### config.mk
export PLATFORM = sky130hd
export DESIGN_NAME = hpd_period_mem
export DESIGN_NICKNAME = d
export VERILOG_FILES = /design/src/hw/rtl/hpd_pkg.sv /design/src/hw/rtl/hpd_period_mem.sv
export SDC_FILE = /design/constraint.sdc
export NUM_CORES = 1
export LEC_CHECK = 0
export BUFFER_PORTS_ARGS = -buffer_cell sky130_fd_sc_hd__buf_2
export CAP_MARGIN = 25
export CELL_PAD_IN_SITES_DETAIL_PLACEMENT = 1
export CELL_PAD_IN_SITES_GLOBAL_PLACEMENT = 2
export CORE_MARGIN = 2
export CORE_UTILIZATION = 53
export CTS_BUF_LIST = sky130_fd_sc_hd__clkbuf_4 sky130_fd_sc_hd__clkbuf_8
export DETAILED_ROUTE_END_ITERATION = 8
export PLACE_DENSITY_LB_ADDON = 0.1
export RECOVER_POWER = 50
export SLEW_MARGIN = 20
export SYNTH_ARGS = -nofsm -noshare
export SYNTH_HDL_FRONTEND = slang
export SYNTH_SLANG_ARGS = --single-unit
### constraint.sdc
create_clock -name clk -period 3.2 [get_ports clk]
set_input_delay 0 -clock clk [delete_from_list [all_inputs] [get_ports clk]]
set_output_delay 0 -clock clk [all_outputs]
set_load 0.05 [all_outputs]
### src/hw/rtl/hpd_pkg.sv
// Shared constants, types and codes of the half-tone pitch detector.
`timescale 1ns / 1ps
package hpd_pkg;

  // Defaults for the top-level parameters.
  localparam int WINDOW_SAMPLES_DEF = 2048;
  localparam int NUM_TONES_DEF      = 64;

  // Field widths fixed by the interface.
  localparam int SMP_W    = 16;
  localparam int TONE_W   = 6;
  localparam int PERIOD_W = 27;
  localparam int FRAC_W   = 16;
  localparam int IP_W     = PERIOD_W - FRAC_W;
  localparam int WEIGHT_W = 32;
  localparam int BEST_W   = 7;

  // Shared divider widths.
  localparam int NUM_W = 64;
  localparam int DEN_W = 48;

  // Score limits in Q2.30.
  localparam logic signed [WEIGHT_W-1:0] Q30_ONE      = 32'sd1073741824;
  localparam logic signed [WEIGHT_W:0]   SPREAD_LIMIT = 33'sd10737418;
  localparam logic [DEN_W-1:0]           DEN_OFFSET   = 48'd2147483648;

  // Request codes carried by req_type.
  localparam logic REQ_SAMPLE = 1'b0;
  localparam logic REQ_TABLE  = 1'b1;

  // Configuration register indexes.
  localparam logic CFG_MIN_TONE = 1'b0;
  localparam logic CFG_MAX_TONE = 1'b1;

  // Control of the correlation pipeline.
  typedef struct packed {
    logic clr;   // clear both accumulators
    logic vld;   // read data arrives this cycle
    logic pair;  // the arriving data form a comparable pair
  } corr_ctrl_t;

endpackage

### src/hw/rtl/hpd_period_mem.sv
// Period table memory: one write port and one registered read port.
`timescale 1ns / 1ps
module hpd_period_mem import hpd_pkg::*; #(
  parameter int DEPTH = NUM_TONES_DEF,
  parameter int AW    = 6
) (
  input  logic                clk,
  input  logic                wr_en,
  input  logic [AW-1:0]       wr_addr,
  input  logic [PERIOD_W-1:0] wr_data,
  input  logic [AW-1:0]       rd_addr,
  output logic [PERIOD_W-1:0] rd_data_r
);

  logic [PERIOD_W-1:0] mem [DEPTH];

  // Table writes arrive as words; the analysis reads one entry per tone.
  always_ff @(posedge clk) begin
    if (wr_en) begin
      mem[wr_addr] <= wr_data;
    end
    rd_data_r <= mem[rd_addr];
  end

endmodule

==> metrics.csv <==
stage;metric;value;unit
die;die_y;358.5;um
pwr;p_per_area;617.7;nW/um^2
synthesis;netlist_instances;3002;
global_route;grt_pass1_vias;35230;
synthesis;ys_ff_latch;1755;
worst_setup_path;path_buf_inv;5;
sta;tightest_slew;2892;ps
cells_and_area;nFillCells;10370;
route;wl_per_cell;33.41;um
sta;setup_viol;0;
cells_and_area;nets;3490;
placement;port_buffers;67;
status;violations;max-capacitance violations, max-slew violations;
global_route;grt_pass1_wl;253.6;mm
sta;relSlewSlack;-92.83;%
worst_setup_path;timing.critical_path.cells;dlygate4sd3_1 -> dlygate4sd3_1 -> clkbuf_1 -> clkbuf_1 -> buf_4;
route;wl_met2;87.61;mm
worst_setup_path;cp-start-kind;primary input;
clocking;htree_levels;5;
placement;routabilityCongestion;0.8081;
die;initial_core_util;53.19;%
sta;skew;60.15;ps
sta;timing.fmax;0.3399;GHz
die;die_x;358.5;um
sta;tns;0;ps
clocking;cts_sinks;1755;
synthesis;yosysSeqAreaShare;78.70;%
pwr;total_power;47.05;mW
worst_setup_path;max_stage_delay;1470;ps
worst_setup_path;critical_path_class;primary input to flip-flop;
clocking;numCtsBuffers;296;
synthesis;synthTopCellsByArea;edfxtp_1 78%, mux4_2 12%, mux2i_1 4.1%;
clocking;root_buffer;clkbuf_8;
die;io_pins;68;
sta;finalCritPeriodShare;91.94;%
route;routed-wl-met3;12.92;mm
route;viasPerCell;6.215;
worst_setup_path;path_max_fanout;26;
pwr;vdd.ir_drop.worst;0.0004897;V
clocking;clock_latency;990;ps
synthesis;ys_warn_count;0;
global_route;grt_max_degree;106;
clocking;cts_resized;0;
route;dr.pass1.iters;7;
global_route;overflow;0;
synthesis;synth_edf_count;1728;
route;vias;32990;
job;cap_viol_max_count;31;
worst_setup_path;cpLargestDelayFamily;buffers and inverters;
sta;fin_crit;2942;ps
cells_and_area;drive_above_1_share;29.22;%
worst_setup_path;worstPathRequired;3960;ps
hold_path;holdCritPathClass;primary input to flip-flop;
synthesis;yosysTopAreaCell;edfxtp_1;
sta;finalHoldViolCount;0;
synthesis;syn_area_per_cell;22.19;um^2
pwr;leakage;24.79;nW
route;drtAntennaViolNets;0;
status;outcome;finished, violations left;
route;drc;0;
cells_and_area;syn2layout_area_growth;14.33;%
synthesis;syn-num-nets;3043;
route;drtIter0Drc;3489;
clocking;cts_tree;done;
synthesis;yosysMostFrequentCell;edfxtp_1;
synthesis;netlist_top_cells_count;1728 x edfxtp_1, 344 x mux4_2, 273 x mux2i_1;
synthesis;syn_area;66620;um^2
die;die_area;128500;um^2
route;top_layer_used;met5;
die;core_area;125200;um^2
cells_and_area;stdcell_area;76160;um^2
route;routed_wl;177.3;mm
worst_setup_path;cp.arrival;3700;ps
global_route;grt_usage;28.28;%
synthesis;synth_top_area_share;77.89;%
route;wl_met1;70.50;mm
placement;hpwl;103.5;mm
clocking;cts_buffer_depth;4;
worst_setup_path;crit_path_end_kind;flip-flop;
placement;placed_area;70380;um^2
synthesis;yosysUniqueCellTypes;30;
worst_setup_path;slowest_stage;clkbuf_1;
synthesis;dominantRegCellSynth;edfxtp_1;
sta;slew_violations;1220;
global_route;grt_antenna_before_repair;21;
sta;rsz0062_at_grt;false;
die;num_rows;130;
synthesis;async_flop_share;0;%
clocking;clkTransAtPathRegs;60;ps
## cell usage in the layout (no fill, tap or decap), types with 6 or more instances in the layout
cell type | Yosys | final
mux2i_1 | 273 | 273
and3_1 | 23 | 23
clkinv_2 | 0 | 25
clkinv_1 | 0 | 70
a22oi_1 | 100 | 100
nor2_4 | 0 | 21
nand3_1 | 6 | 6
edfxtp_1 | 1728 | 1728
nor2_1 | 75 | 12
nor2_2 | 0 | 42
buf_12 | 0 | 30
nand2_1 | 6 | 6
a31oi_1 | 50 | 50
dlygate4sd3_1 | 0 | 49
dfxtp_1 | 27 | 27
clkbuf_2 | 0 | 6
clkbuf_1 | 63 | 52
clkbuf_8 | 0 | 306
clkinvlp_4 | 0 | 6
o21ai_0 | 46 | 46
buf_4 | 39 | 148
diode_2 | 0 | 10
o22ai_1 | 73 | 73
buf_2 | 53 | 36
mux4_2 | 344 | 344
o31ai_1 | 23 | 23
clkbuf_4 | 0 | 83
a21o_1 | 23 | 23
## logic make-up after synthesis
kind of cell	Yosys count	share of synthesized area, %
flops	1755	78.70
mux	617	15.73
compound gates	319	3.199
buf+inv	175	1.384
simple gates	136	0.9823
## what timing repair did
item                       CTS  global route
buffers inserted             0             0
hold buffers                47             2
hold endpoints to repair  2029            11
## path summary, 6_finish.rpt
path	start	end	slack, ps	cells after the start
setup / recovery	wr_data[6]	mem[0][6]	260	5
setup reg to reg	mem[39][11]	rd_data_r[11]	330	6
hold / removal	rd_addr[1]	rd_data_r[13]	140	6
hold reg to reg	mem[11][14]	rd_data_r[14]	880	5
## per-layer routing
layer	vias to the layer above	track usage [%]
met1	17710	38.29
met3	318	5.599
met5	-	0
met4	10	10.19
met2	1291	46.25
li1	13660	-
## power breakdown
group	leakage (nW)	switching (mW)	internal (mW)
combinational	6.14	1.73	0.913
clock	2.87	8.64	10.2
sequential	15.8	0.0981	25.5
total	24.8	10.5	36.6
## metrics by stage
stage | hold WS [ps] | cells | setup slack, ps | util [%]
after floorplan | 98.87 | 3002 | 391.8 | -
after detailed placement | 389.0 | 4750 | 312.4 | 56.19
after global routing | 139.4 | 5300 | 230.5 | 60.79
after global placement | 470.8 | 4747 | 292.4 | 56.15
after CTS | 8.167 | 5294 | 377.7 | 60.91
final | 142.4 | 5308 | 257.9 | 60.81
## state kept, by name, summed over array words and instances, names as in the netlist
name / flops
rd_data_r: 27
mem: 1728
## worst min-delay path, delay by kind of cell
family	cells	cell delay, ps
simple gates	2	450
buf+inv	1	180
compound gates	3	380
## cell type report
cell class                      instances  area, um^2  area share (%)
Clock inverter                        108       600.6          0.7886
Sequential cell                      1755       52430           68.84
Multi-Input combinational cell       1072       13550           17.80
Clock buffer                          389        4835           6.348
Timing Repair Buffer                  324        2653           3.483
Tap cell                             1650        2064           2.711
Antenna cell                           10       25.02         0.03286
(Power assumes the default switching activity.)
