File: src/hw/rtl/hpd_pkg.sv
// Shared constants, types and codes of the half-tone pitch detector.
`timescale 1ns / 1ps
package hpd_pkg;

  // Defaults for the top-level parameters.
  localparam int WINDOW_SAMPLES_DEF = 2048;
  localparam int NUM_TONES_DEF      = 64;

  // Field widths fixed by the interface.
  localparam int SMP_W    = 16;
  localparam int TONE_W   = 6;
  localparam int PERIOD_W = 27;
  localparam int FRAC_W   = 16;
  localparam int IP_W     = PERIOD_W - FRAC_W;
  localparam int WEIGHT_W = 32;
  localparam int BEST_W   = 7;

  // Shared divider widths.
  localparam int NUM_W = 64;
  localparam int DEN_W = 48;

  // Score limits in Q2.30.
  localparam logic signed [WEIGHT_W-1:0] Q30_ONE      = 32'sd1073741824;
  localparam logic signed [WEIGHT_W:0]   SPREAD_LIMIT = 33'sd10737418;
  localparam logic [DEN_W-1:0]           DEN_OFFSET   = 48'd2147483648;

  // Request codes carried by req_type.
  localparam logic REQ_SAMPLE = 1'b0;
  localparam logic REQ_TABLE  = 1'b1;

  // Configuration register indexes.
  localparam logic CFG_MIN_TONE = 1'b0;
  localparam logic CFG_MAX_TONE = 1'b1;

  // Control of the correlation pipeline.
  typedef struct packed {
    logic clr;   // clear both accumulators
    logic vld;   // read data arrives this cycle
    logic pair;  // the arriving data form a comparable pair
  } corr_ctrl_t;

endpackage

File: src/hw/rtl/hpd_div.sv
// Restoring unsigned divider, one quotient bit per cycle.
`timescale 1ns / 1ps
module hpd_div import hpd_pkg::*; (
  input  logic             clk,
  input  logic             rst_n,
  input  logic             start,
  input  logic [NUM_W-1:0] num,
  input  logic [DEN_W-1:0] den,
  output logic             done_r,
  output logic [NUM_W-1:0] quo_r
);

  localparam int CNT_W = $clog2(NUM_W);

  logic [DEN_W-1:0] rem_r, den_r;
  logic [CNT_W-1:0] cnt_r;
  logic             busy_r;
  logic [DEN_W:0]   trial;
  logic             fits;

  // Shift in the next numerator bit and try a subtraction.
  assign trial = {rem_r, quo_r[NUM_W-1]};
  assign fits  = trial >= {1'b0, den_r};

  always_ff @(posedge clk) begin
    if (!rst_n) begin
      busy_r <= 1'b0;
      done_r <= 1'b0;
    end else begin
      done_r <= 1'b0;
      if (start) begin
        busy_r <= 1'b1;
      end else if (busy_r && cnt_r == '0) begin
        busy_r <= 1'b0;
        done_r <= 1'b1;
      end
    end
  end

  // Datapath needs no reset.
  always_ff @(posedge clk) begin
    if (start) begin
      rem_r <= '0;
      quo_r <= num;
      den_r <= den;
      cnt_r <= CNT_W'(NUM_W - 1);
    end else if (busy_r) begin
      rem_r <= fits ? DEN_W'(trial - {1'b0, den_r}) : DEN_W'(trial);
      quo_r <= {quo_r[NUM_W-2:0], fits};
      cnt_r <= cnt_r - 1'b1;
    end
  end

endmodule

File: config.mk
export PLATFORM = sky130hd
export DESIGN_NAME = hpd_div
export DESIGN_NICKNAME = d
export VERILOG_FILES = /design/src/hw/rtl/hpd_pkg.sv /design/src/hw/rtl/hpd_div.sv
export SDC_FILE = /design/constraint.sdc
export NUM_CORES = 1
export LEC_CHECK = 0
export CAP_MARGIN = 20
export CORE_UTILIZATION = 55
export DETAILED_ROUTE_END_ITERATION = 6
export DONT_BUFFER_PORTS = 1
export PLACE_DENSITY = 0.7
export SLEW_MARGIN = 20
export SYNTH_ARGS = -nofsm -noshare
export SYNTH_HDL_FRONTEND = slang
export SYNTH_SLANG_ARGS = --single-unit
File: constraint.sdc
create_clock -name clk -period 3.5 [get_ports clk]
set_clock_uncertainty 0.1 [all_clocks]
set_input_delay 0.7 -clock clk [delete_from_list [all_inputs] [get_ports clk]]
set_output_delay 0.7 -clock clk [all_outputs]
set_load 0.01 [all_outputs]
==> flow_metrics.env <==
export IMPL_pre_cts_slack_ps=205
export IMPL_cts_hold_fix_buffers=0
export IMPL_wl_per_cell_microns=18.2
export IMPL_crit_chain="inv_1 > ha_1 > and4_1 > nor2b_1 > o211ai_1 > a31oi_1 > o2111ai_1 > a21oi_2 > or2_1 > buf_4 > nor2_1 > a21oi_1 > a22o_1"
export IMPL_stdcell_count=1162
export IMPL_p_total_uw=5580
export IMPL_crit_buf_inv=2
export IMPL_crit_cells=13
export IMPL_clk_pin_slew_worst_paths_ps=80
export IMPL_status="completed"
export IMPL_worstReg2RegEnd="rem_r[17]"
export IMPL_critPathSlowestCell="ha_1"
export IMPL_grt_max_degree=167
export IMPL_hold_path_depth=0
export IMPL_synthTopCellsByCount="edfxtp_1 (112), nor2_1 (102), a21oi_1 (80)"
export IMPL_synth_ff_latch_count=168
export IMPL_drv_cap=0
export IMPL_start_kind="flop"
export IMPL_rrSetupSlack_ps=260
export IMPL_r2r_start="den_r[24]"
export IMPL_cts_root_buf="clkbuf_16"
export IMPL_drtPass1Iterations=5
export IMPL_fin_crit_ps=3240
export IMPL_cts_setup_buffers=0
export IMPL_nNetsFinal=1088
export IMPL_worstPathRequired_ps=3770
export IMPL_worstPathArrival_ps=3520
export IMPL_layout_setup_ws_ps=256
export IMPL_clockBufferDepth=2
export IMPL_drtIter0Drc=516
export IMPL_avgSynthCellArea_sq_um=10.3
export IMPL_yosysMostFrequentCell="edfxtp_1"
export IMPL_max_stage_delay_ps=430
export IMPL_crit_start="den_r[24]"
export IMPL_ios=180
export IMPL_antenna_found_initial=1
export IMPL_path_class="reg -> reg"
export IMPL_syn_area_sq_um=9650
export IMPL_pwr_density_cell_nw_per_um2=535
export IMPL_dp_cells=1129
export IMPL_io_buffer_count=0
export IMPL_layout_drive_gt1_share=0.144
export IMPL_post_dp_hpwl_microns=15300
export IMPL_hold_path_class="in -> reg"
export IMPL_syn_inst=938
export IMPL_synth_fp_nets=1103
export IMPL_routed_wl_microns=21100
export IMPL_globalplace_congestion=0.919
export IMPL_rsz0062_at_grt="no"
export IMPL_finalSetupViolations=0
export IMPL_synth_top_area_cell="edfxtp_1"
export IMPL_synth_top_cell_area_share=0.349
export IMPL_num_vias=6766
export IMPL_die_h_microns=134
export IMPL_synth_warning_count=0
export IMPL_clkLatencyLatePin_ps=440
export IMPL_synth_edf_count=112
export IMPL_relSlewSlack=0.538
export IMPL_die_area_sq_um=18100
export IMPL_grt_overflow=0
export IMPL_rows=48
export IMPL_grt_usage=0.239
export IMPL_htreeDepth=4
export IMPL_critPathMaxFanout=11
export IMPL_p_leak_uw=0.00415
export IMPL_core_area_sq_um=17200
export IMPL_holdWs_ps=253
export IMPL_critPathTopFamily="compound AO/OA/AOI/OAI gates"
export IMPL_setup_worst_path_end_class="flop"
export IMPL_yosysUniqueCellTypes=72
export IMPL_die_x_microns=134
export IMPL_cts_tree="yes"
export IMPL_crit_end="rem_r[17]"
export IMPL_ys_flop_type="edfxtp_1"
export IMPL_r2r_cells=13
export IMPL_syn_to_final_growth_pct=8.12
export IMPL_drc_errors=0
export IMPL_max_freq_mhz=308
export IMPL_setup_tns_ps=0
export IMPL_hold_violations=0
export IMPL_synth_seq_area_share=0.465
export IMPL_grt_pass1_wl_microns=33700
export IMPL_peakVddDrop_uv=359
export IMPL_tightestPinTransition_ps=693
export IMPL_ant_nets=0
export IMPL_async_reset_ff_frac=0
export IMPL_clkSinkCount=168
export IMPL_start_util=0.560
export IMPL_via_per_inst=5.82
export IMPL_cts_buffers=17
export IMPL_grt_pass1_vias=6636
export IMPL_synthTopCellsByArea="edfxtp_1 (35%), dfxtp_1 (12%), mux2_2 (7.5%)"
export IMPL_period_share=0.927
export IMPL_slew_viol_final=0
-- report_power, final --
| part | switching, uW | total (uW) | internal, uW | leakage (uW) |
|---|---|---|---|---|
| Clock | 893 | 1850 | 953 | 0.000282 |
| Combinational | 719 | 1250 | 528 | 0.00230 |
| Sequential | 164 | 2490 | 2330 | 0.00157 |
| Total | 1780 | 5580 | 3810 | 0.00415 |
-- flip-flops by register name (all words and copies together), names as in the netlist --
signal / flops
den_r: 48
busy_r: 1
rem_r: 48
quo_r: 64
done_r: 1
cnt_r: 6
-- cell families after synthesis --
family | Yosys count | synth area share
AOI/OAI and AO/OA | 258 | 0.185
and+or+nand+nor | 229 | 0.110
DFF | 168 | 0.465
buffers and inverters | 113 | 0.0479
muxes | 73 | 0.0840
adders and majority gates | 50 | 0.0656
xor gates and xnor gates | 47 | 0.0427
-- timing repair --
| action | in CTS | in global routing |
|---|---|---|
| endpoints found under the hold margin | 0 | 0 |
| resized for setup | 0 | 5 |
| endpoints found under the setup margin | 0 | 15 |
-- cell type report --
cell class,count,area [sq um]
clock inverter,15,158
tap,225,282
clock buffer,17,425
multi-input combinational,657,4720
sequential,168,4490
timing repair buffer,12,110
fill,1432,6810
antenna,1,2.50
inverter,67,251
-- cell usage in the layout (no fill, tap or decap), drive strengths merged, types with 25 or more instances in the layout --
cell / Yosys / layout
edfxtp: 112 / 112
nor2: 103 / 103
a21oi: 84 / 84
inv: 67 / 74
mux2: 64 / 64
dfxtp: 56 / 56
nand2: 52 / 52
ha: 49 / 49
a211oi: 45 / 45
o21ai: 41 / 41
xnor2: 27 / 27
a21o: 25 / 25
-- metal layers --
layer,part of all wire,up-vias,GRT usage
li1,-,3397,-
met1,0.45,3152,0.301
met2,0.47,194,0.390
met3,0.062,23,0.0703
met4,0.018,0,0.0836
met5,0,-,0
-- how the worst min path moves through the flow --
stage,from,endpoint,slack [ps]
2_1_floorplan,cnt_r[0],cnt_r[0],350
3_3_place_gp,cnt_r[0],cnt_r[0],360
3_5_place_dp,cnt_r[0],cnt_r[0],370
4_1_cts,den[27],den_r[27],240
5_1_grt,den[41],den_r[41],230
6_report,den[41],den_r[41],250
-- metrics by stage --
step	cell area (sq um)	util
after floorplan	9650	-
after global placement	9820	0.570
after detailed placement	9820	0.570
after CTS	10400	0.604
after global routing	10400	0.605
final	10400	0.605
(Power assumes the default switching activity.)
